`src/design/time_slice_rotation_scheduler_assert.svh`:
```
// Assertion macros shared by the scheduler modules.
`ifndef TIME_SLICE_ROTATION_SCHEDULER_ASSERT_SVH
`define TIME_SLICE_ROTATION_SCHEDULER_ASSERT_SVH

`ifndef SYNTH
// same-cycle implication
`define TSRS_ASSERT_IMP(name, clk, rst, ante, cons, msg) \
   name: assert property (@(posedge clk) disable iff (rst) (ante) |-> (cons)) \
      else $error(msg);
// next-cycle implication
`define TSRS_ASSERT_NXT(name, clk, rst, ante, cons, msg) \
   name: assert property (@(posedge clk) disable iff (rst) (ante) |=> (cons)) \
      else $error(msg);
`else
`define TSRS_ASSERT_IMP(name, clk, rst, ante, cons, msg)
`define TSRS_ASSERT_NXT(name, clk, rst, ante, cons, msg)
`endif

`endif

```
`src/design/tsrs_pkg.sv`:
```
package tsrs_pkg;

   localparam int WATCHES_DEF    = 8;
   localparam int MAX_PERIOD_DEF = 4;
   localparam int MAX_HOLD_DEF   = 3;

   localparam int CSR_IW = 2;
   localparam int CSR_DW = 24;
   localparam int HOLD_W = 4;
   localparam int SLICE_US_W = 30;

   localparam logic [CSR_IW-1:0] REG_SLICE_MS     = 2'd0;
   localparam logic [CSR_IW-1:0] REG_SLOT_COUNT   = 2'd1;
   localparam logic [CSR_IW-1:0] REG_ARMED_MASK   = 2'd2;
   localparam logic [CSR_IW-1:0] REG_PERIOD_TABLE = 2'd3;

   localparam logic [19:0] SLICE_MS_MIN = 20'd2000;
   localparam logic [9:0]  US_PER_MS    = 10'd1000;
   localparam logic [SLICE_US_W-1:0] SLICE_US_RESET = 30'd2000000;
   localparam logic [23:0] PERIOD_TABLE_RESET = 24'h249249;

   typedef logic [1:0] emit_kind_type;
   localparam emit_kind_type EMIT_NONE  = 2'd0;  // no armed slot in use
   localparam emit_kind_type EMIT_KEEP  = 2'd1;  // same slot, no new grant
   localparam emit_kind_type EMIT_FIRST = 2'd2;  // first grant
   localparam emit_kind_type EMIT_MOVE  = 2'd3;  // grant after search

   typedef struct packed {
      logic          capture;
      logic          start;
      logic          calc;
      logic          hold;
      logic          search_init;
      logic          step;
      logic          reduce_load;
      logic          reduce_sub;
      logic          emit;
      emit_kind_type emit_kind;
   } tsrs_cmd_type;

   typedef struct packed {
      logic none_armed;
      logic first;
      logic over;
      logic hold_req;
      logic hold_avail;
      logic stale;
      logic mod_ge_n;
      logic due_next;
      logic steps_last;
      logic out_free;
   } tsrs_status_type;

endpackage

```
`src/design/tsrs_ctrl.sv`:
```
module tsrs_ctrl import tsrs_pkg::*; (
   input  logic            clock,
   input  logic            reset,
   input  logic            req_valid,
   output logic            req_stall,
   input  tsrs_status_type status,
   output tsrs_cmd_type    cmd
);

   localparam logic [2:0] S_IDLE   = 3'd0;
   localparam logic [2:0] S_CHECK  = 3'd1;
   localparam logic [2:0] S_SLICE  = 3'd2;
   localparam logic [2:0] S_STEP   = 3'd3;
   localparam logic [2:0] S_REDUCE = 3'd4;
   localparam logic [2:0] S_OUT    = 3'd5;

   logic [2:0]    state_ff, state_in;
   emit_kind_type kind_ff, kind_in;

   assign req_stall = (state_ff != S_IDLE);

   always_comb begin
      state_in = state_ff;
      kind_in  = kind_ff;
      cmd      = '0;
      cmd.emit_kind = kind_ff;
      unique case (state_ff)
         S_IDLE: begin
            if (req_valid) begin
               cmd.capture = 1'b1;
               state_in    = S_CHECK;
            end
         end
         S_CHECK: begin
            if (status.none_armed) begin
               kind_in  = EMIT_NONE;
               state_in = S_OUT;
            end else if (status.first) begin
               cmd.start = 1'b1;
               kind_in   = EMIT_FIRST;
               state_in  = S_OUT;
            end else begin
               cmd.calc = 1'b1;
               state_in = S_SLICE;
            end
         end
         S_SLICE: begin
            if (!status.over) begin
               kind_in  = EMIT_KEEP;
               state_in = S_OUT;
            end else if (status.hold_req && status.hold_avail) begin
               cmd.hold = 1'b1;
               kind_in  = EMIT_KEEP;
               state_in = S_OUT;
            end else begin
               cmd.search_init = 1'b1;
               state_in        = S_STEP;
            end
         end
         S_STEP: begin
            if (status.stale) begin
               // cursor left behind by a shrunken ring: reduce modulo n first
               cmd.reduce_load = 1'b1;
               state_in        = S_REDUCE;
            end else begin
               cmd.step = 1'b1;
               if (status.due_next || status.steps_last) begin
                  kind_in  = EMIT_MOVE;
                  state_in = S_OUT;
               end
            end
         end
         S_REDUCE: begin
            if (status.mod_ge_n) begin
               cmd.reduce_sub = 1'b1;
            end else begin
               cmd.step = 1'b1;
               if (status.due_next || status.steps_last) begin
                  kind_in  = EMIT_MOVE;
                  state_in = S_OUT;
               end else begin
                  state_in = S_STEP;
               end
            end
         end
         S_OUT: begin
            if (status.out_free) begin
               cmd.emit = 1'b1;
               state_in = S_IDLE;
            end
         end
         default: begin
            state_in = S_IDLE;
         end
      endcase
   end

   always_ff @(posedge clock) begin
      if (reset) begin
         state_ff <= S_IDLE;
         kind_ff  <= EMIT_NONE;
      end else begin
         state_ff <= state_in;
         kind_ff  <= kind_in;
      end
   end

`include "time_slice_rotation_scheduler_assert.svh"

   `TSRS_ASSERT_NXT(a_capture_to_check, clock, reset, cmd.capture, state_ff == S_CHECK, "capture did not start check")
   `TSRS_ASSERT_NXT(a_stale_to_reduce, clock, reset, state_ff == S_STEP && status.stale, state_ff == S_REDUCE, "stale cursor not reduced")
   `TSRS_ASSERT_NXT(a_emit_to_idle, clock, reset, cmd.emit, state_ff == S_IDLE && !req_stall, "no return to idle after result")

endmodule

```
`src/design/tsrs_dp.sv`:
```
module tsrs_dp import tsrs_pkg::*; #(
   parameter int WATCHES    = WATCHES_DEF,
   parameter int MAX_PERIOD = MAX_PERIOD_DEF,
   parameter int MAX_HOLD   = MAX_HOLD_DEF
) (
   input  logic              clock,
   input  logic              reset,
   input  logic              csr_wr_en,
   input  logic [CSR_IW-1:0] csr_index,
   input  logic [CSR_DW-1:0] csr_wdata,
   input  logic [63:0]       req_now_us,
   input  logic              req_hold_request,
   output logic              rsp_valid,
   input  logic              rsp_stall,
   output logic              rsp_active_valid,
   output logic [2:0]        rsp_active_slot,
   output logic              rsp_turn_changed,
   output logic [31:0]       rsp_visit_count,
   input  tsrs_cmd_type      cmd,
   output tsrs_status_type   status
);

   localparam int CW = $clog2(WATCHES);
   localparam int NW = $clog2(WATCHES + 1);
   localparam int SW = $clog2(2 * WATCHES + 1);
   localparam int XW = WATCHES + 8;

   // configuration
   logic [SLICE_US_W-1:0] slice_us_ff, slice_us_in;
   logic [3:0]            slot_count_ff;
   logic [7:0]            armed_mask_ff;
   logic [23:0]           period_table_ff;
   logic [19:0]           slice_ms_sat;

   // scheduler state
   logic [63:0]       ho_ff;
   logic [CW-1:0]     cursor_ff;
   logic [HOLD_W-1:0] hold_cnt_ff;
   logic [31:0]       lap_ff;
   logic [2:0]        res_ff [MAX_PERIOD];
   logic [31:0]       vc_ff [WATCHES];

   // per-item work registers
   logic [63:0]   now_ff;
   logic          hold_req_ff;
   logic [63:0]   elapsed_ff;
   logic          ge_ff;
   logic [CW-1:0] was_ff;
   logic [SW-1:0] steps_ff;
   logic [NW-1:0] mod_ff;
   logic          src_mod_ff;

   // result register
   logic        rsp_valid_ff;
   logic        rsp_active_valid_ff;
   logic [2:0]  rsp_active_slot_ff;
   logic        rsp_turn_changed_ff;
   logic [31:0] rsp_visit_count_ff;

   logic [NW-1:0]   n;
   logic [XW-1:0]   mask_ext;
   logic [3*XW-1:0] period_ext;
   logic [WATCHES-1:0] armed_vec, use_armed;
   logic [2:0]      per_p [WATCHES];
   logic [CW-1:0]   first_idx;
   logic [NW-1:0]   cur_inc;
   logic            wrap;
   logic [CW-1:0]   step_next;
   logic            lap_inc;
   logic            lap_wrap;
   logic [2:0]      res_next [MAX_PERIOD];
   logic [2:0]      next_per;
   logic [2:0]      sel_res;
   logic [31:0]     vc_cur;
   logic            bump;
   logic [CW+2:0]   slot_ext;

   always_comb begin
      slice_ms_sat = (csr_wdata[19:0] < SLICE_MS_MIN) ? SLICE_MS_MIN : csr_wdata[19:0];
      slice_us_in  = SLICE_US_W'(slice_ms_sat) * SLICE_US_W'(US_PER_MS);
   end

   always_ff @(posedge clock) begin
      if (reset) begin
         slice_us_ff     <= SLICE_US_RESET;
         slot_count_ff   <= '0;
         armed_mask_ff   <= '0;
         period_table_ff <= PERIOD_TABLE_RESET;
      end else if (csr_wr_en) begin
         unique case (csr_index)
            REG_SLICE_MS:     slice_us_ff     <= slice_us_in;
            REG_SLOT_COUNT:   slot_count_ff   <= csr_wdata[3:0];
            REG_ARMED_MASK:   armed_mask_ff   <= csr_wdata[7:0];
            REG_PERIOD_TABLE: period_table_ff <= csr_wdata[23:0];
            default: ;
         endcase
      end
   end

   // ring size and per-slot attributes; slots beyond the masks are unarmed, period 1
   always_comb begin
      if (32'(slot_count_ff) > 32'(WATCHES)) n = NW'(WATCHES);
      else                                  n = NW'(slot_count_ff);
      mask_ext   = XW'(armed_mask_ff);
      period_ext = (3 * XW)'(period_table_ff);
      for (int i = 0; i < WATCHES; i++) begin
         armed_vec[i] = mask_ext[i];
         use_armed[i] = mask_ext[i] && (i < int'(n));
         per_p[i]     = period_ext[3*i +: 3];
         if (per_p[i] == 3'd0) per_p[i] = 3'd1;
         if (per_p[i] > 3'(MAX_PERIOD)) per_p[i] = 3'(MAX_PERIOD);
      end
      first_idx = '0;
      for (int i = WATCHES - 1; i >= 0; i--) begin
         if (use_armed[i]) first_idx = CW'(i);
      end
   end

   // one cursor step and the due test of the slot it lands on
   always_comb begin
      cur_inc   = NW'(cursor_ff) + 1'b1;
      wrap      = (cur_inc == n);
      step_next = src_mod_ff ? mod_ff[CW-1:0] : (wrap ? '0 : cur_inc[CW-1:0]);
      lap_inc   = src_mod_ff || wrap;
      lap_wrap  = (lap_ff == '1);
      for (int k = 0; k < MAX_PERIOD; k++) begin
         if (!lap_inc)                       res_next[k] = res_ff[k];
         else if (lap_wrap)                  res_next[k] = '0;
         else if (res_ff[k] + 3'd1 == 3'(k + 1)) res_next[k] = '0;
         else                                res_next[k] = res_ff[k] + 3'd1;
      end
      next_per = per_p[step_next];
      sel_res  = '0;
      for (int k = 0; k < MAX_PERIOD; k++) begin
         if (next_per == 3'(k + 1)) sel_res = res_next[k];
      end
   end

   always_comb begin
      status.none_armed = (use_armed == '0);
      status.first      = (ho_ff == '0);
      status.over       = ge_ff && (elapsed_ff >= 64'(slice_us_ff));
      status.hold_req   = hold_req_ff;
      status.hold_avail = (hold_cnt_ff < HOLD_W'(MAX_HOLD));
      status.stale      = (NW'(cursor_ff) >= n);
      status.mod_ge_n   = (mod_ff >= n);
      status.due_next   = armed_vec[step_next] && (sel_res == 3'd0);
      status.steps_last = (SW'(steps_ff + 1'b1) == SW'({n, 1'b0}));
      status.out_free   = !rsp_valid_ff || !rsp_stall;
   end

   always_ff @(posedge clock) begin
      if (reset) begin
         ho_ff       <= '0;
         cursor_ff   <= '0;
         hold_cnt_ff <= '0;
         lap_ff      <= '0;
         src_mod_ff  <= 1'b0;
         for (int k = 0; k < MAX_PERIOD; k++) res_ff[k] <= '0;
      end else begin
         if (cmd.start) begin
            ho_ff     <= now_ff;
            cursor_ff <= first_idx;
         end
         if (cmd.hold) begin
            hold_cnt_ff <= hold_cnt_ff + 1'b1;
            ho_ff       <= now_ff;
         end
         if (cmd.search_init) begin
            hold_cnt_ff <= '0;
            ho_ff       <= now_ff;
         end
         if (cmd.reduce_load) src_mod_ff <= 1'b1;
         if (cmd.step) begin
            cursor_ff  <= step_next;
            src_mod_ff <= 1'b0;
            if (lap_inc) lap_ff <= lap_ff + 1'b1;
            for (int k = 0; k < MAX_PERIOD; k++) res_ff[k] <= res_next[k];
         end
      end
   end

   always_ff @(posedge clock) begin
      if (cmd.capture) begin
         now_ff      <= req_now_us;
         hold_req_ff <= req_hold_request;
      end
      if (cmd.calc) begin
         elapsed_ff <= now_ff - ho_ff;
         ge_ff      <= (now_ff >= ho_ff);
      end
      if (cmd.search_init) begin
         was_ff   <= cursor_ff;
         steps_ff <= '0;
      end
      if (cmd.step) steps_ff <= steps_ff + 1'b1;
      if (cmd.reduce_load) mod_ff <= cur_inc;
      if (cmd.reduce_sub)  mod_ff <= mod_ff - n;
   end

   // visit counters and result register
   assign vc_cur   = vc_ff[cursor_ff];
   assign bump     = (cmd.emit_kind == EMIT_FIRST) || (cmd.emit_kind == EMIT_MOVE);
   assign slot_ext = (CW + 3)'(cursor_ff);

   always_ff @(posedge clock) begin
      if (reset) begin
         for (int i = 0; i < WATCHES; i++) vc_ff[i] <= '0;
      end else if (cmd.emit && bump) begin
         vc_ff[cursor_ff] <= vc_cur + 32'd1;
      end
   end

   always_ff @(posedge clock) begin
      if (reset) begin
         rsp_valid_ff <= 1'b0;
      end else if (cmd.emit) begin
         rsp_valid_ff <= 1'b1;
      end else if (!rsp_stall) begin
         rsp_valid_ff <= 1'b0;
      end
   end

   always_ff @(posedge clock) begin
      if (cmd.emit) begin
         case (cmd.emit_kind)
            EMIT_NONE: begin
               rsp_active_valid_ff <= 1'b0;
               rsp_active_slot_ff  <= '0;
               rsp_turn_changed_ff <= 1'b0;
               rsp_visit_count_ff  <= '0;
            end
            EMIT_KEEP: begin
               rsp_active_valid_ff <= 1'b1;
               rsp_active_slot_ff  <= slot_ext[2:0];
               rsp_turn_changed_ff <= 1'b0;
               rsp_visit_count_ff  <= vc_cur;
            end
            EMIT_FIRST: begin
               rsp_active_valid_ff <= 1'b1;
               rsp_active_slot_ff  <= slot_ext[2:0];
               rsp_turn_changed_ff <= 1'b1;
               rsp_visit_count_ff  <= vc_cur + 32'd1;
            end
            default: begin
               rsp_active_valid_ff <= 1'b1;
               rsp_active_slot_ff  <= slot_ext[2:0];
               rsp_turn_changed_ff <= (cursor_ff != was_ff);
               rsp_visit_count_ff  <= vc_cur + 32'd1;
            end
         endcase
      end
   end

   assign rsp_valid        = rsp_valid_ff;
   assign rsp_active_valid = rsp_active_valid_ff;
   assign rsp_active_slot  = rsp_active_slot_ff;
   assign rsp_turn_changed = rsp_turn_changed_ff;
   assign rsp_visit_count  = rsp_visit_count_ff;

`include "time_slice_rotation_scheduler_assert.svh"

   `TSRS_ASSERT_IMP(a_hold_bound, clock, reset, 1'b1, hold_cnt_ff <= HOLD_W'(MAX_HOLD), "hold count above limit")
   `TSRS_ASSERT_IMP(a_step_bound, clock, reset, cmd.step, steps_ff < SW'({n, 1'b0}), "search ran past two sweeps")
   `TSRS_ASSERT_NXT(a_lap_only_on_step, clock, reset, !cmd.step, $stable(lap_ff), "lap count moved outside a step")

endmodule

```
`src/design/time_slice_rotation_scheduler.sv`:
```
// Flow: capture, then check; with no armed slot or on a first grant straight to output,
// a kept or held turn first compares the elapsed time with the slice, and a rotation
// steps slot by slot (at most 2 x slots in use), re-basing a stale cursor first. The
// result loads once the output is free; one item at a time, next input after it loads.
// Reset (synchronous, active high) restores register defaults and clears the handover
// time, cursor, hold and lap counters and all visit counts.
module time_slice_rotation_scheduler import tsrs_pkg::*; #(
   parameter int WATCHES    = WATCHES_DEF,
   parameter int MAX_PERIOD = MAX_PERIOD_DEF,
   parameter int MAX_HOLD   = MAX_HOLD_DEF
) (
   input  logic              clock,
   input  logic              reset,
   input  logic              csr_wr_en,
   input  logic [CSR_IW-1:0] csr_index,
   input  logic [CSR_DW-1:0] csr_wdata,
   input  logic              req_valid,
   output logic              req_stall,
   input  logic [63:0]       req_now_us,
   input  logic              req_hold_request,
   output logic              rsp_valid,
   input  logic              rsp_stall,
   output logic              rsp_active_valid,
   output logic [2:0]        rsp_active_slot,
   output logic              rsp_turn_changed,
   output logic [31:0]       rsp_visit_count
);

   tsrs_cmd_type    cmd;
   tsrs_status_type status;

   tsrs_ctrl u_ctrl (
      .clock     (clock),
      .reset     (reset),
      .req_valid (req_valid),
      .req_stall (req_stall),
      .status    (status),
      .cmd       (cmd)
   );

   tsrs_dp #(
      .WATCHES    (WATCHES),
      .MAX_PERIOD (MAX_PERIOD),
      .MAX_HOLD   (MAX_HOLD)
   ) u_dp (
      .clock            (clock),
      .reset            (reset),
      .csr_wr_en        (csr_wr_en),
      .csr_index        (csr_index),
      .csr_wdata        (csr_wdata),
      .req_now_us       (req_now_us),
      .req_hold_request (req_hold_request),
      .rsp_valid        (rsp_valid),
      .rsp_stall        (rsp_stall),
      .rsp_active_valid (rsp_active_valid),
      .rsp_active_slot  (rsp_active_slot),
      .rsp_turn_changed (rsp_turn_changed),
      .rsp_visit_count  (rsp_visit_count),
      .cmd              (cmd),
      .status           (status)
   );

endmodule

```
`config.mk`:
```
export PLATFORM = sky130hd
export DESIGN_NAME = time_slice_rotation_scheduler
export DESIGN_NICKNAME = d
export VERILOG_FILES = /design/src/design/tsrs_pkg.sv /design/src/design/tsrs_ctrl.sv /design/src/design/tsrs_dp.sv /design/src/design/time_slice_rotation_scheduler.sv
export VERILOG_INCLUDE_DIRS = /design/src /design/src/design
export SDC_FILE = /design/constraint.sdc
export NUM_CORES = 1
export LEC_CHECK = 0
export BUFFER_PORTS_ARGS = -buffer_cell sky130_fd_sc_hd__buf_4
export CAP_MARGIN = 5
export CORE_MARGIN = 5
export CORE_UTILIZATION = 65
export DETAILED_ROUTE_END_ITERATION = 8
export PLACE_DENSITY = 0.92
export SYNTH_ARGS = -nofsm -noshare
export SYNTH_HDL_FRONTEND = slang
export SYNTH_SLANG_ARGS = --single-unit
```
`constraint.sdc`:
```
create_clock -name clock -period 24.3 [get_ports clock]
set_input_delay 4.86 -clock clock [delete_from_list [all_inputs] [get_ports clock]]
set_output_delay 4.86 -clock clock [all_outputs]
set_load 0.1 [all_outputs]
```
* After elaboration in Yosys (flattened, before gate mapping)
Memories as Yosys holds them, arrays and structs flattened. A register that Yosys moved wholly into a read port is not among the register bits.
Cells that the tools add are included.
** Storage, ports and cells
- Bits in registers :: 352
- RAM bits :: 268
- Input bits :: 96
- Output and inout port bits :: 39
- Word-level logic and storage cells :: 265
- Memories :: 2
** Memories
- u_dp.vc_ff :: words 8, width 32, rd ports 1, clocked after Yosys merged registers in 1, write ports 8, line tsrs_dp.sv:41 : logic [31:0] vc_ff [WATCHES];
- u_dp.res_ff :: words 4, width 3, rd ports 4, clocked after Yosys merged registers in 0, write ports 4, line tsrs_dp.sv:40 : logic [2:0] res_ff [MAX_PERIOD];
** Cells by class
- $add $sub $neg :: 11
- Multipliers :: 1
- Order comparisons :: 25
- Equality and inequality tests :: 31
- Multiplexer cells :: 118
- Bitwise operators :: 5
- Reductions and logical operators :: 49
** Operator list (number)
- 64-bit 2-to-1 mux :: 3
- 3-bit 2-to-1 mux :: 63
- 32-bit by 1-bit adder with 32-bit output (second input constant) :: 2
- 64-bit by 30-bit greater-or-equal comparator with 1-bit output :: 1
- 64-bit greater-or-equal comparator :: 1
- 64-bit zero test :: 1
- 32-bit one-hot mux with 2 select lines :: 1
- 64-bit subtractor :: 1
- 32-bit equality test (second input constant) :: 1
- 32-bit 2-to-1 mux :: 1
- 32-bit OR reduction :: 1
- 3-bit zero test :: 10
- 20-bit by 7-bit multiplier with 27-bit output (second input constant) :: 1
- 1-bit 2-to-1 mux :: 27
- 3-bit greater-than comparator (second input constant) :: 8
- 2-bit 2-to-1 mux :: 11
- 20-bit by 11-bit less-than comparator with 1-bit output (second input constant) :: 1
- 20-bit 2-to-1 mux :: 1
- 3-bit by 2-bit equality test with 1-bit output (second input constant) :: 6
- 3-bit one-hot mux with 6 select lines :: 1
- 3-bit by 4-bit less-than comparator with 1-bit output (first input constant) :: 4
- 3-bit by 1-bit adder with 3-bit output (second input constant) :: 4
- 3-bit equality test (second input constant) :: 4
- 1-bit logical AND :: 12
- other kinds (41) :: 74

* Logic depth before layout (Yosys ltp)
Gate-level depths: netlist of run 1.
- Depth after elaboration :: 20
- Depth in mapped cells :: 24
- Mapped depth without buffers :: 24

* By module
A second synthesis of run 1 with hierarchy kept.
** Second synthesis, totals
- Cell total of the unflattened synthesis :: 3171
- Area, all modules :: 34207.8 µm²
** By module, submodules not included
- tsrs_dp :: instances 1, cells an instance 3101, area an instance 33704.8 µm², seq. area each 16846.2 µm²
- tsrs_ctrl :: instances 1, cells an instance 70, area an instance 503.0 µm², seq. area each 100.1 µm²

* Worst setup path after synthesis of run 1
No wires, ideal clock.
- Path type :: input -> register
- Start :: in csr_wdata[18]
- End :: reg u_dp.slice_us_ff[29]
- Library setup time :: 117 ps
- Data arrival time :: 10464 ps
- Data required time :: 24183 ps
- Setup slack :: 13719 ps
- Cell stages on the path :: 24
- Path buffers :: 1
- Cell sequence :: inv_1 -> ha_1 -> nor4b_1 -> and3_1 -> clkbuf_1 -> nor2b_1 -> fa_1 -> inv_1 -> fa_1 -> fa_1 -> inv_1 -> fa_1 -> ha_1 -> o21ai_0 -> nand2b_1 -> and2_1 -> a41o_1 -> a22o_1 -> o41ai_1 -> o21ai_0 -> a211oi_1 -> o31ai_1 -> xnor2_1 -> a22o_1
** On the way
- Word-level cells in the longest chain between the ends :: 3
** RTL lines
- start: declaration :: line time_slice_rotation_scheduler.sv:16 : input logic [CSR_DW-1:0] csr_wdata,
- 20-bit by 11-bit less-than comparator with 1-bit output :: line tsrs_dp.sv:79 : slice_ms_sat = (csr_wdata[19:0] < SLICE_MS_MIN) ? SLICE_MS_MIN : csr_wdata[19:0];
- 20-bit 2-to-1 mux (*) :: line tsrs_dp.sv:79
- 20-bit by 7-bit multiplier with 27-bit output (*) :: line tsrs_dp.sv:80 : slice_us_in = SLICE_US_W'(slice_ms_sat) * SLICE_US_W'(US_PER_MS);
- end signal: assignment :: line tsrs_dp.sv:91 : REG_SLICE_MS: slice_us_ff <= slice_us_in;
- end: declaration :: line tsrs_dp.sv:29 : logic [SLICE_US_W-1:0] slice_us_ff, slice_us_in;
Mark *: on every way between the ends. The rest lies on a longest branch, timed or not.
A chain may end at the register's enable or synchronous reset.

* Final worst setup path of run 1
Ends and elaborated chain as after synthesis.

==> summary.txt, run 1 <==
Run status
  • Run status: finished clean

Clock network
  • Num CTS Buffers: 61
  • CTS clk-pin slew, worst paths: ~0.07 ns
  • Hold buffer count at cts: 0
  • Worst-Skew Late Latency: 0.68 ns
  • Clock net sink count: 623
  • Post-CTS Resized: 0
  • CTS tree: done
  • H-tree depth: 2
  • Clock Tree Buf Depth: 3
  • Post-CTS Setup Repair Bufs: 0
  • CTS root buf: clkbuf_16

Global route
  • Largest net degree at the start of global routing: 126
  • First-pass GRT wire length: 138000 um
  • Vias in the first global route: 25391
  • Grt ovf: 0
  • GRT Total Usage: 0.304
  • Initial antenna violation count: 1

Layout
  • Antenna diodes: 0
  • Share of post-route cells with drive strength above 1: 0.117
  • Area growth from synthesis to layout: 10.3%
  • Final nets: 3552
  • Multi-input combinational cell area: 15400 um^2
  • Most common cell after layout, fill and taps aside: nor2_1
  • Register area: 17000 um^2
  • Fillcell total: 3152
  • Most frequent cells in the layout: 554 x nor2_1, 447 x edfxtp_1, 258 x inv_1

Drt
  • Vias: 25552
  • Vias/cell: 6.48
  • Wire length per cell: 22.3 um
  • Initial DRC Count: 3416
  • DR DRC count: 0
  • Total routed wirelength: 87900 um
  • ANT nets after route: 0
  • TritonRoute pass-1 iters: 6

STA
  • Max Slew Vio Count: 0
  • Hold Vio Cnt, Final: 0
  • Worst slew margin: 0.210
  • Min cycle time layout: 10.93 ns
  • Fin Clk Skew: ~0.066 ns
  • Count of final setup violators: 0
  • TNS Setup: 0 ns
  • Fmax: 91.5 MHz
  • Hold Slack: around 0.46 ns
  • Final period utilization: 0.450
  • Unrepaired setup endpoints after global routing: false
  • Worst-margin pin slew: 1.18 ns

Yosys
  • Syn Std Cell Area: 33900 um^2
  • Most area-consuming cells after synthesis: edfxtp_1 40%, dfxtp_1 10%, ha_1 6.4%
  • Register area share after synthesis: 0.500
  • Post-synth top flop: edfxtp_1
  • Number of flops mapped to enable cells by yosys: 447
  • Post-synth cell types: 98
  • Mean Syn Cell Area: roughly 11 um^2
  • Ys Warns: 0
  • Synth area leader: edfxtp_1
  • Share of the synthesized area in the top cell type: 0.396
  • Synth Net Count: 3462
  • #FFs+latches synth: 623
  • Syn Inst Count: 3123
  • Async S/R FF share, synth: 0

Setup path
  • Crit path required time: between 20 and 25 ns
  • Crit path capture type: flip-flop
  • Register-to-Register Path Depth: 10
  • WS Path Type: input pin to flip-flop
  • Critical Path Start Type: input pin
  • Reg-to-reg endpoint: u_dp.rsp_visit_count[20]
  • Flop2flop setup slack: about 19 ns
  • Crit Path Max Fanout: 14
  • WP data arrival: between 10 and 15 ns

Place
  • HPWL after DPL: 54900 um
  • GP Congestion: 0.955
  • Port-buffer cells: 134

Floorplan
  • Starting Density: 0.658
  • Die H: 238 um
  • Row Count: slightly above 80
  • Die area: 56800 um^2
  • Die X: ~240 um
  • Area of the core: 51500 um^2
  • Num ports: 135

Power and ir drop
  • Pwr dens: 89.4 nW/um^2
  • Leak: about 14 nW
  • Peak VDD IR: roughly 0.00008 V

Min path
  • Worst Hold Launch: u_dp.slice_us_ff[24]
  • Worst Hold Depth: 2
  • HP Class: flip-flop to flip-flop
  • WHS Endpoint: u_dp.slice_us_ff[24]

Flow run
  • Max Cap Violations: 0
==> per-layer routing <==
metal,part of all wire,GRT usage
met5,0.00015,0
met4,0.061,0.148
met3,0.11,0.0646
met2,0.47,0.495
met1,0.36,0.392
==> cells by family after synthesis <==
family	share of synthesized area
buffers and inverters	0.0466
xor gates and xnor gates	0.0440
and+or+nand+nor	0.137
adders and majority gates	0.105
muxes	0.0616
AOI/OAI and AO/OA	0.105
DFF	0.500
==> flip-flops by register name, indices dropped and copies added, names as in the netlist, 2 cells and up, named ones only <==
name / cells
u_dp.vc_ff: 256
u_ctrl.state_ff: 3
u_dp.cursor_ff: 3
u_dp.period_table_ff: 24
u_dp.now_ff: 64
u_dp.lap_ff: 32
u_dp.rsp_active_slot: 3
u_dp.slice_us_ff: 27
u_dp.was_ff: 3
u_dp.res_ff: 12
u_dp.armed_mask_ff: 8
u_dp.steps_ff: 5
u_dp.elapsed_ff: 64
u_ctrl.kind_ff: 2
u_dp.ho_ff: 64
u_dp.rsp_visit_count: 32
u_dp.hold_cnt_ff: 4
u_dp.mod_ff: 4
u_dp.slot_count_ff: 4
==> metrics by stage <==
| stage | utilization | power, W | worst slack [ns] | instances | area (um^2) |
|---|---|---|---|---|---|
| final | 0.725 | 0.00334 | 13.37 | 3943 | 37400 |
| after global routing | 0.725 | 0.00348 | 13.08 | 3943 | 37400 |
| after CTS | 0.725 | 0.00331 | 13.53 | 3943 | 37400 |
| after detailed placement | 0.687 | 0.00237 | 12.92 | 3830 | 35400 |
| after global placement | 0.687 | 0.00233 | 13.04 | 3830 | 35400 |
| after floorplan | - | 0.00211 | 13.72 | 3123 | 33900 |
==> report_power, final <==
group | leakage (nW) | internal, W | switching, W | total, W
clock | 0.952 | 0.000510 | 0.000432 | 0.000941
sequential | 5.85 | 0.00125 | 0.0000581 | 0.00131
combinational | 7.60 | 0.000407 | 0.000686 | 0.00109
total | 14.4 | 0.00216 | 0.00118 | 0.00334
==> how the worst max path moves through the flow <==
stage               cells past startpoint  slack, ns          start                    to
floorplan                              24      13.72  csr_wdata[18]  u_dp.slice_us_ff[29]
global placement                       25      13.04  csr_wdata[18]  u_dp.slice_us_ff[29]
detailed placement                     25      12.92  csr_wdata[18]  u_dp.slice_us_ff[29]
CTS                                    25      13.53  csr_wdata[18]  u_dp.slice_us_ff[29]
global route                           25      13.08  csr_wdata[18]  u_dp.slice_us_ff[29]
finish                                 25      13.37  csr_wdata[18]  u_dp.slice_us_ff[29]
==> cells in the mapped netlist, types with 14 or more instances <==
cell	count
nand2b_1	32
edfxtp_1	447
a21oi_1	204
fa_1	70
o22ai_1	34
a211oi_1	27
nand4_1	26
clkbuf_1	103
buf_2	14
nor2b_1	23
ha_1	173
nand2_1	175
mux2i_1	53
nor4_1	36
a21o_1	65
and3_1	17
mux4_2	58
xnor2_1	86
inv_1	258
nor3_1	30
o21ai_0	74
nor2_1	554
a211o_1	15
dfxtp_1	176
xor2_1	63
nand3_1	51
==> area by class of cell <==
type,count,area share
timing repair buffer,161,0.0324
clock inverter,38,0.0102
sequential,623,0.454
inverter,259,0.0260
multi-input combinational,2107,0.412
tap,680,0.0228
clock buffer,75,0.0431
==> worst max-delay path: stages <==
cell and delay [ns]:
buf_4 0.13, inv_1 0.08, ha_1 0.14, nor4b_1 0.24, and3_1 0.57, nand2b_1 0.34
inv_1 0.16, fa_1 0.54, inv_1 0.05, fa_1 0.47, fa_1 0.53, inv_1 0.06
fa_1 0.48, ha_1 0.34, o21ai_0 0.10, nand2b_1 0.10, and2_1 0.20, a41o_1 0.27
a22o_1 0.24, o41ai_1 0.41, o21ai_0 0.24, a211oi_1 0.40, o31ai_1 0.13, xnor2_1 0.14
a22o_1 0.24
Note: power is estimated with default switching activity, not from simulation.
==> run 2, diff against run 1 <==
--- a/config.mk
+++ b/config.mk
@@ -9,9 +9,9 @@
 export BUFFER_PORTS_ARGS = -buffer_cell sky130_fd_sc_hd__buf_4
 export CAP_MARGIN = 5
 export CORE_MARGIN = 5
-export CORE_UTILIZATION = 65
+export CORE_UTILIZATION = 57
 export DETAILED_ROUTE_END_ITERATION = 8
-export PLACE_DENSITY = 0.92
+export PLACE_DENSITY = 0.86
 export SYNTH_ARGS = -nofsm -noshare
 export SYNTH_HDL_FRONTEND = slang
 export SYNTH_SLANG_ARGS = --single-unit
==> constraint.sdc (replaced) <==
create_clock -name clock -period 8.92 [get_ports clock]
set_input_delay 1.784 -clock clock [delete_from_list [all_inputs] [get_ports clock]]
set_output_delay 1.784 -clock clock [all_outputs]
set_load 0.1 [all_outputs]
==> run 2 against run 1 <==
  * Via count is 5.0% lower
  * Clock-buffer cell count is 15 higher
  * Clock power grew to 2.8 times the previous value
  * Power rose to 2.7 times the previous value
  * Register-to-register slack worse by 15 ns
  * Non-clock buffer count is 2 higher
  * Global-route usage is 5.7 points lower
  * Sequential share of layout area down 0.29 points
==> summary.txt, run 2 (synthesized netlist as in run 1, its figures left out) <==
Clock network
  • H-tree depth: 3 (was 2)
  • Clock Tree Buf Depth: 3 (unchanged)
  • CTS clk-pin slew, worst paths: 0.06 ns (was 0.07 ns)
  • Post-CTS Resized: 0 (unchanged)
  • Num CTS Buffers: 66 (was 61)
  • CTS tree: done (unchanged)
  • Worst-Skew Late Latency: 0.62 ns (was 0.68 ns)
  • Hold buffer count at cts: 0 (unchanged)
  • CTS root buf: clkbuf_16 (unchanged)
  • Clock net sink count: 623 (unchanged)
  • Post-CTS Setup Repair Bufs: 0 (unchanged)

STA
  • TNS Setup: 0 ns (unchanged)
  • Fin Clk Skew: 0.0433 ns (was 0.0663 ns)
  • Min cycle time layout: 7.83 ns
  • Worst slew margin: 0.265 (was 0.210)
  • Count of final setup violators: 0 (unchanged)
  • Hold Vio Cnt, Final: 0 (unchanged)
  • Final period utilization: 0.878
  • Unrepaired setup endpoints after global routing: false (unchanged)
  • Fmax: 128 MHz
  • Worst-margin pin slew: 1.10 ns (was 1.18 ns)
  • Max Slew Vio Count: 0 (unchanged)
  • Hold Slack: 0.456 ns (was 0.460 ns)

Min path
  • HP Class: flip-flop to flip-flop (unchanged)

Global route
  • GR Util met2: 0.411 (was 0.495)
  • Vias in the first global route: 23948 (was 25391)
  • Largest net degree at the start of global routing: 98 (was 126)
  • GRT Total Usage: 0.247 (was 0.304)
  • First-pass GRT wire length: 127000 um (was 138000 um)
  • Grt met3 use: 0.0394 (was 0.0646)
  • Grt ovf: 0 (unchanged)
  • Initial antenna violation count: 1 (unchanged)
  • Gr busiest metal: met2 (unchanged)
  • Met1 Resource Use GR: 0.333 (was 0.392)

Power and ir drop
  • Sequential share of power: 0.390 (was 0.391)
  • Clk network pwr share: 0.291 (was 0.282)
  • Pwr dens: 242 nW/um^2 (was 89.4 nW/um^2)
  • Leak: 14.5 nW (was 14.4 nW)
  • Net switching power: 0.00310 W (was 0.00118 W)
  • Sw Ratio: 0.341 (was 0.352)
  • Peak VDD IR: 0.000254 V (was 0.0000792 V)
  • Gate power share: 0.319 (was 0.327)
  • Internal: 0.00599 W (was 0.00216 W)

Setup path
  • WS Path Type: input pin to flip-flop (unchanged)
  • Crit Path Max Fanout: 14 (unchanged)
  • Crit path required time: 9.41 ns (was 24.81 ns)
  • Worst path max stage delay: 0.54 ns (was 0.57 ns)
  • Critical Path Start Type: input pin (unchanged)
  • Crit path capture type: flip-flop (unchanged)
  • WP data arrival: 8.33 ns (was 11.44 ns)
  • Slowest stage cell, crit path: fa_1 (was and3_1)

Floorplan
  • Starting Density: 0.575 (was 0.658)
  • Area of the core: 58900 um^2 (was 51500 um^2)
  • Die H: 254 um (was 238 um)
  • Die X: 254 um (was 238 um)
  • Num ports: 135 (unchanged)
  • Row Count: 89 (was 83)
  • Die area: 64400 um^2 (was 56800 um^2)

Layout
  • Share of post-route cells with drive strength above 1: 0.118 (was 0.117)
  • Fillcell total: 4300 (was 3152)
  • Area growth from synthesis to layout: 11.0% (was 10.3%)
  • Most frequent cells in the layout: 554 x nor2_1, 447 x edfxtp_1, 258 x inv_1 (unchanged)
  • Multi-input combinational cell area: 15400 um^2 (about the same)
  • Final nets: 3559 (was 3552)
  • Final instance area: 37600 um^2 (was 37400 um^2)
  • Max reg flops: 256 (unchanged)
  • Register area: 17000 um^2 (unchanged)
  • Most common cell after layout, fill and taps aside: nor2_1 (unchanged)
  • Antenna diodes: 0 (unchanged)
  • Top reg by flops: u_dp.vc_ff (unchanged)

Place
  • HPWL after DPL: 53400 um (was 54900 um)
  • GP Congestion: 0.894 (was 0.955)
  • Area after DPL: 35500 um^2 (was 35400 um^2)
  • Port-buffer cells: 134 (unchanged)

Run status
  • Run status: finished clean (unchanged)

Drt
  • Wire length per cell: 19.8 um (was 22.3 um)
  • TritonRoute pass-1 iters: 6 (unchanged)
  • ANT nets after route: 0 (unchanged)
  • Vias/cell: 6.00 (was 6.48)
  • Vias: 24278 (was 25552)
  • DR DRC count: 0 (unchanged)
  • Initial DRC Count: 2484 (was 3416)
  • Total routed wirelength: 80000 um (was 87900 um)

Flow run
  • Max Cap Violations: 0 (unchanged)
## run 2: cell count changes in the layout (fill, tap and decap cells not counted), sizes merged
| cell | before | now |
|---|---|---|
| inv | 261 | 265 |
| clkbuf | 75 | 90 |
| clkinvlp | 7 | 4 |
| clkinv | 26 | 20 |
| buf | 161 | 163 |
| bufinv | 3 | 1 |
## run 2: path summary, 6_finish.rpt
| check | from | slack [ns] | cells after the start | to |
|---|---|---|---|---|
| worst max-delay path | csr_wdata[18] | 1.09 | 25 | u_dp.slice_us_ff[29] |
| worst max register to register | flip-flop | 4.06 | 8 | u_dp.rsp_visit_count[20] |
| worst min register to register | u_dp.slice_us_ff[14] | 0.46 | 2 | u_dp.slice_us_ff[14] |
| worst min-delay path | u_dp.slice_us_ff[14] | 0.46 | 2 | u_dp.slice_us_ff[14] |
## run 2: power by group through the flow
stage / sequential, W / combinational, W / clock [W]
2_1_floorplan: 0.00370 / 0.00204 / 0
3_3_place_gp: 0.00359 / 0.00277 / 0
3_5_place_dp: 0.00359 / 0.00283 / 0
4_1_cts: 0.00354 / 0.00287 / 0.00267
5_1_grt: 0.00356 / 0.00319 / 0.00280
6_report: 0.00354 / 0.00290 / 0.00265
## run 2: area by class of cell
class,count,area share
flip-flops and latches,623,0.451
multi-input cells,2107,0.409
clock buffers,90,0.0485
repair buffers,163,0.0326
inverters,259,0.0259
well taps,773,0.0257
clock inverters,31,0.00715
## run 2: per-stage QoR
stage / total power, W / cells / utilization / setup WS (ns)
after CTS: 0.00908 / 4046 / 0.638 / 1.17
after detailed placement: 0.00643 / 3925 / 0.603 / 0.571
after global routing: 0.00955 / 4046 / 0.638 / 0.697
after global placement: 0.00635 / 3925 / 0.603 / 0.685
after floorplan: 0.00574 / 3123 / - / 1.41
final: 0.00909 / 4046 / 0.638 / 1.09
## run 2: routing by layer
layer	vias up	routed length, um
met3	221	6940
met4	2	3000
met5	-	7
met1	11656	31600
li1	11265	-
met2	1134	38500
## run 2: critical path: cells and delay by family
family,cells,cell delay (ns)
buf+inv,5,0.47
xor+xnor,1,0.14
fa+ha+maj,6,2.47
simple gates,5,1.39
compound gates,8,2.05
